### src/hw/rtl/efp_pkg.sv
// Package for the escape-time fractal pixel engine: sizes, register indexes,
// controller states and the command and status bundles between the controller
// and the datapath. No dependencies.
package efp_pkg;

  localparam int PALETTE_DEPTH   = 8192;
  localparam int COORD_FRAC_BITS = 24;
  localparam int PAL_AW          = $clog2(PALETTE_DEPTH);
  localparam int PAL_W           = 24;

  // Orbit components are held with a few bits of headroom above the saturated magnitude.
  localparam int ZW = 34;

  // Escape threshold |z|^2 > 20, expressed with twice the coordinate fraction bits.
  localparam logic [63:0] ESC_LIMIT = 64'd20 << (2 * COORD_FRAC_BITS);
  localparam logic [30:0] MAG_MAX   = {31{1'b1}};

  // Configuration register indexes.
  localparam logic [2:0] REG_MAX_ITER    = 3'd0;
  localparam logic [2:0] REG_REAL_ORIGIN = 3'd1;
  localparam logic [2:0] REG_REAL_STEP   = 3'd2;
  localparam logic [2:0] REG_IMAG_ORIGIN = 3'd3;
  localparam logic [2:0] REG_IMAG_STEP   = 3'd4;

  localparam logic REQ_LOAD   = 1'b0;
  localparam logic REQ_RENDER = 1'b1;

  typedef enum logic [3:0] {
    ST_IDLE,
    ST_C_ADD,
    ST_IT_MUL,
    ST_IT_CHK,
    ST_NORM_Q,
    ST_NORM_L,
    ST_RD1,
    ST_RD2,
    ST_RD3,
    ST_MIX
  } state_t;

  typedef struct packed {
    logic pal_write;
    logic start;
    logic calc_c;
    logic iter_mul;
    logic iter_upd;
    logic norm_load_q;
    logic norm_step;
    logic norm_load_l;
    logic calc_s;
    logic calc_s_limit;
    logic rd_first;
    logic rd_second;
    logic cap_e2;
    logic load_out;
  } cmd_t;

  typedef struct packed {
    logic iter_done;
    logic escaped;
    logic norm_done;
  } status_t;

endpackage

### src/hw/rtl/efp_ctrl.sv
// Controller of the fractal pixel engine: sequences coordinate setup, the
// orbit loop, the log normalization, palette reads and the output register.
// Depends on efp_pkg.
module efp_ctrl (
  input  logic              clk,
  input  logic              rst,
  input  logic              in_valid,
  output logic              in_ready,
  input  logic              req_type,
  output logic              out_valid,
  input  logic              out_ready,
  input  efp_pkg::status_t  status,
  output efp_pkg::cmd_t     cmd
);

  efp_pkg::state_t state, state_next;
  logic            out_free;

  assign out_free = !out_valid || out_ready;
  assign in_ready = (state == efp_pkg::ST_IDLE);

  always_ff @(posedge clk) begin
    if (rst) begin
      state     <= efp_pkg::ST_IDLE;
      out_valid <= 1'b0;
    end else begin
      state <= state_next;
      if (cmd.load_out) begin
        out_valid <= 1'b1;
      end else if (out_ready) begin
        out_valid <= 1'b0;
      end
    end
  end

  always_comb begin
    state_next = state;
    unique case (state)
      efp_pkg::ST_IDLE: begin
        if (in_valid && req_type == efp_pkg::REQ_RENDER) begin
          state_next = efp_pkg::ST_C_ADD;
        end
      end
      efp_pkg::ST_C_ADD:   state_next = efp_pkg::ST_IT_MUL;
      efp_pkg::ST_IT_MUL:  state_next = efp_pkg::ST_IT_CHK;
      efp_pkg::ST_IT_CHK: begin
        if (!status.iter_done) begin
          state_next = efp_pkg::ST_IT_MUL;
        end else if (status.escaped) begin
          state_next = efp_pkg::ST_NORM_Q;
        end else begin
          state_next = efp_pkg::ST_RD1;
        end
      end
      efp_pkg::ST_NORM_Q: begin
        if (status.norm_done) begin
          state_next = efp_pkg::ST_NORM_L;
        end
      end
      efp_pkg::ST_NORM_L: begin
        if (status.norm_done) begin
          state_next = efp_pkg::ST_RD1;
        end
      end
      efp_pkg::ST_RD1:     state_next = efp_pkg::ST_RD2;
      efp_pkg::ST_RD2:     state_next = efp_pkg::ST_RD3;
      efp_pkg::ST_RD3:     state_next = efp_pkg::ST_MIX;
      efp_pkg::ST_MIX: begin
        if (out_free) begin
          state_next = efp_pkg::ST_IDLE;
        end
      end
      default:             state_next = efp_pkg::ST_IDLE;
    endcase
  end

  always_comb begin
    cmd = '0;
    unique case (state)
      efp_pkg::ST_IDLE: begin
        cmd.pal_write = in_valid && req_type == efp_pkg::REQ_LOAD;
        cmd.start     = in_valid && req_type == efp_pkg::REQ_RENDER;
      end
      efp_pkg::ST_C_ADD:   cmd.calc_c = 1'b1;
      efp_pkg::ST_IT_MUL:  cmd.iter_mul = 1'b1;
      efp_pkg::ST_IT_CHK: begin
        cmd.iter_upd     = !status.iter_done;
        cmd.norm_load_q  = status.iter_done && status.escaped;
        cmd.calc_s_limit = status.iter_done && !status.escaped;
      end
      efp_pkg::ST_NORM_Q: begin
        cmd.norm_step   = !status.norm_done;
        cmd.norm_load_l = status.norm_done;
      end
      efp_pkg::ST_NORM_L: begin
        cmd.norm_step = !status.norm_done;
        cmd.calc_s    = status.norm_done;
      end
      efp_pkg::ST_RD1:     cmd.rd_first = 1'b1;
      efp_pkg::ST_RD2:     cmd.rd_second = 1'b1;
      efp_pkg::ST_RD3:     cmd.cap_e2 = 1'b1;
      efp_pkg::ST_MIX:     cmd.load_out = out_free;
      default:             cmd = '0;
    endcase
  end

endmodule

### config.mk
export PLATFORM = sky130hd
export DESIGN_NAME = efp_ctrl
export DESIGN_NICKNAME = d
export VERILOG_FILES = /design/src/hw/rtl/efp_pkg.sv /design/src/hw/rtl/efp_ctrl.sv
export SDC_FILE = /design/constraint.sdc
export NUM_CORES = 1
export LEC_CHECK = 0
export ABC_AREA = 1
export BUFFER_PORTS_ARGS = -buffer_cell sky130_fd_sc_hd__buf_4
export CORE_AREA = 2 2 39 41
export DETAILED_ROUTE_END_ITERATION = 10
export DIE_AREA = 0 0 41 43
export PLACE_DENSITY = 0.65
export SYNTH_ARGS = -nofsm -noshare
export SYNTH_HDL_FRONTEND = slang
export SYNTH_SLANG_ARGS = --single-unit
export TNS_END_PERCENT = 10
### constraint.sdc
create_clock -name clk -period 1.4 [get_ports clk]
set_input_delay 0.35 -clock clk [delete_from_list [all_inputs] [get_ports clk]]
set_output_delay 0.35 -clock clk [all_outputs]
set_load 0.02 [all_outputs]
# == After elaboration in Yosys (flattened, before gate mapping) ==
# Cells that the tools add are included.
# classes
eq_ne,13
muxes,21
bitwise,1
reduce_logical,13
# op_table
operator,n
case mux 4 bit (10 select lines),1
equality test 4 x 3 -> 1 bit (second input constant),4
2-to-1 mux 4 bit,4
2-to-1 mux 1 bit,12
equality test 4 x 2 -> 1 bit (second input constant),2
equality test 4 bit (second input constant),2
2-to-1 mux 2 bit,3
inequality test 2 bit (second input constant),3
equality test 4 x 1 -> 1 bit (second input constant),1
logical AND 1 bit,4
zero test 1 bit,4
zero test 4 bit,1
AND reduction 4 bit,1
2-to-1 mux 3 bit,1
inequality test 2 x 1 -> 1 bit (second input constant),1
nonzero test 2 bit,1
OR reduction 2 bit,1
logical OR 1 bit,1
inverter 1 bit,1
# word_totals
reg_bits,5
input_bits,8
output_inout_bits,16
elab_cells,50

# == Longest topological paths before layout ==
# logic_depth
ltp_word,4
ltp_mapped,7

# == Worst setup path after synthesis ==
# OpenSTA, ideal clock, no wires.
# synth_path
kind,flip-flop to output port
from,register state[1]
to,output cmd[13] (netlist bit)
t_arrival_ns,1.323
path_slack_ns,-0.273
path_stages_with_launch,6
cell_sequence,dfxtp_1 -> nor2_2 -> inv_1 -> nor2_1 -> nand2_1 -> nor2_1
# synth_rtl
element,line,text
from (decl),efp_ctrl.sv:16,"efp_pkg::state_t state, state_next;"
from (signal assigned),efp_ctrl.sv:24,state <= efp_pkg::ST_IDLE;
from (signal assigned),efp_ctrl.sv:27,state <= state_next;
to (decl),efp_ctrl.sv:13,output efp_pkg::cmd_t cmd

==> results.md <==
* Synth Net Count at ~70
* Row count at 14
* Via count at 534
* Final Max Slew Viols at 0
* Slew headroom at 0.786
* Total congestion overflow at 0
* DRT Pass-1 Iters at 2
* Synth Area per Inst at ~6 sq um
* Total power draw at between 600 and 700 uW
* Sequence of cells on the critical path: nor2_4 -> inv_4 -> buf_4 -> nor3_4 -> buf_6
* Largest net degree at the start of global routing at 8
* Hold_ws at 0.307 ns
* VDD IR-drop max at 463 uV
* F_max at about 640 MHz
* Initial Util at 0.270
* Critical path endpoint category: output port
* GRT Total Usage at 0.164
* FF-to-FF setup slack at 0.23 ns
* # diodes at 0
* Sequential area share after synthesis at 0.268
* Initial DRC Count at 3
* DRC at 0
* Vias per Instance at 4.73
* Total of max-cap violations at 0
* RR Startpoint: state[1]$_SDFFE_PP0P_
* Final critical-path share of the clock period at 1.11
* # H-tree levels at 1
* Mapped Cells at 63
* Largest stage delay, worst path at 0.36 ns
* Max Root-Sink Buffers at 2
* CORE AREA at 1380 sq um
* CP startpoint: state[3]$_SDFFE_PP0P_
* Hold-fix buffer count after cts at 0
* WP data required at 1.05 ns
* Port buffer count at 23
* Count of different cell masters after synthesis at 14
* Final hold viol count at 0
* Layout area overhead at 110%
* Worst path slowest cell: dfxtp_4
* Synthesis warning total at 0
* Per-cell routed wire length at 11.8 microns
* Worst Skew at 0.00117 ns
* I/O pin cnt at 24
* FF+latch count, synth at 5
* Final Wtd Congestion at 0.707
* Post-Synthesis Cell Area at 374 sq um
* Unrepaired setup endpoints after global routing: true
* Pwr Density at 857 nW/um^2
* Antenna violations before repair at 0
* CP max FO at 7
* Post-layout util at 0.569
* Final setup margin at -0.153 ns
* Routed wire length at 1340 microns
* CP endpoint: cmd[11]
* Final HPWL DP at 934 microns
* First-pass GRT wire length at between 1500 and 2000 microns
* R2R cell count at 8
* CTS clk-pin slew, worst paths at ~0.040 ns
* Worst setup SP type: flip-flop
* Failing checks: negative setup slack
* Root buffer cell: clkbuf_4
* Crit path kind: reg -> out
* Worst-Margin Slew at 0.320 ns
* Status: complete, but fails checks
* Reg-to-Reg End: state[0]$_SDFFE_PP0P_
* Setup violations, final at 15
* Number of global-route vias before repair at ~500
* Clock latency on the worst-skew pair at 0.23 ns
* CTS Sinks at 5
* Layout cells sized above 1 at 0.680
* CP arrival at between 1 and 1.5 ns
* CTS tree: yes
* Die area at 1760 sq um
* Chip width at between 40 and 50 microns
* Die Ht at 43 microns
* Tmin final at 1.55 ns
* Fin nets at 106
* Pleak at around 0.00036 uW
* Antenna-violating nets left at 0
* Num CTS Buffers at 3
* HP Class: in -> reg
==> cells in the mapped netlist <==
| cell | instances | share of area |
|---|---|---|
| a211oi_2 | 1 | 0.033 |
| a21oi_1 | 3 | 0.040 |
| dfxtp_1 | 5 | 0.27 |
| inv_1 | 11 | 0.11 |
| nand2_1 | 9 | 0.090 |
| nand2_2 | 1 | 0.017 |
| nand3_1 | 3 | 0.040 |
| nand3_2 | 2 | 0.054 |
| nand4_1 | 1 | 0.017 |
| nor2_1 | 17 | 0.17 |
| nor2_2 | 3 | 0.050 |
| nor3_1 | 5 | 0.067 |
| nor3_2 | 1 | 0.027 |
| nor4_1 | 1 | 0.017 |
==> what timing repair did <==
action | 4_1_cts | 5_1_grt
gates resized for setup | 20 | 23
setup endpoints to repair | 15 | 15
buffers inserted | 1 | 1
pin swaps | 3 | 6
==> flip-flops by register name (all words and copies together), names as in the netlist <==
| signal | count |
|---|---|
| out_valid | 1 |
| state | 4 |
==> worst max-delay path: cells and delay by family, from the launching register on <==
family / cells / cell delay, ns
buffers and inverters: 3 / 0.36
DFF: 1 / 0.36
and+or+nand+nor: 2 / 0.26
==> power breakdown <==
part | total (uW) | internal [uW] | switching [uW]
clock | 158 | 107 | 50.6
sequential | 187 | 157 | 29.3
combinational | 330 | 142 | 188
==> cell usage in the layout, fill, tap and decap left out <==
cell / n
nor3_2: 5
dfxtp_4: 4
nor3_4: 1
nand2_4: 1
nand3_1: 3
inv_4: 1
buf_6: 5
nand2_2: 2
nor2_2: 2
inv_2: 5
buf_4: 25
inv_1: 5
nor2_4: 8
clkbuf_1: 1
a211oi_2: 1
nand3_2: 2
nor4_2: 1
a21oi_1: 3
dfxtp_1: 1
nand4_1: 1
clkbuf_4: 3
nand2_1: 7
nor2_1: 10
==> cell type report <==
type / instances / area, sq um
Fill cell: 139 / 597
Multi-Input combinational cell: 47 / 338
Timing Repair Buffer: 30 / 244
Sequential cell: 5 / 115
Inverter: 11 / 43.8
Clock buffer: 4 / 26.3
Tap cell: 16 / 20.0
==> per-layer routing <==
| metal | GRT usage | up-vias | share of wire |
|---|---|---|---|
| li1 | - | 268 | - |
| met1 | 0.139 | 245 | 0.34 |
| met2 | 0.319 | 17 | 0.59 |
| met3 | 0.0209 | 4 | 0.058 |
| met4 | 0.0933 | 0 | 0.013 |
| met5 | 0 | - | 0 |
==> cells by family (layout without fill, tap and decap cells) <==
group                  count (synthesis)  after routing  share of synthesized area
AND/OR/NAND/NOR                       43             43                      0.549
AO/OA/AOI/OAI                          4              4                     0.0736
buffers and inverters                 11             45                      0.110
flip-flops                             5              5                      0.268
==> stage by stage <==
step                      cell area (sq um)  setup slack, ns  TNS, ns  instances
final                                   787           -0.153    -1.16        113
after CTS                               701           -0.156    -1.14        112
after detailed placement                613          0.00603        0        107
after global routing                    787           -0.230    -2.12        113
after floorplan                         383           -0.181   -0.394         63
after global placement                  613           0.0563        0        107
==> worst min-delay path by stage <==
stage	startpoint	slack, ns	cells after the start	end
after floorplan	rst	0.42	1	state[2]$_SDFFE_PP0P_
after CTS	rst	0.30	2	state[3]$_SDFFE_PP0P_
after global placement	state[0]$_SDFFE_PP0P_	0.55	2	state[0]$_SDFFE_PP0P_
after detailed placement	rst	0.56	2	state[3]$_SDFFE_PP0P_
after global routing	rst	0.30	2	state[1]$_SDFFE_PP0P_
final	rst	0.31	2	state[3]$_SDFFE_PP0P_
(Power assumes the default switching activity.)
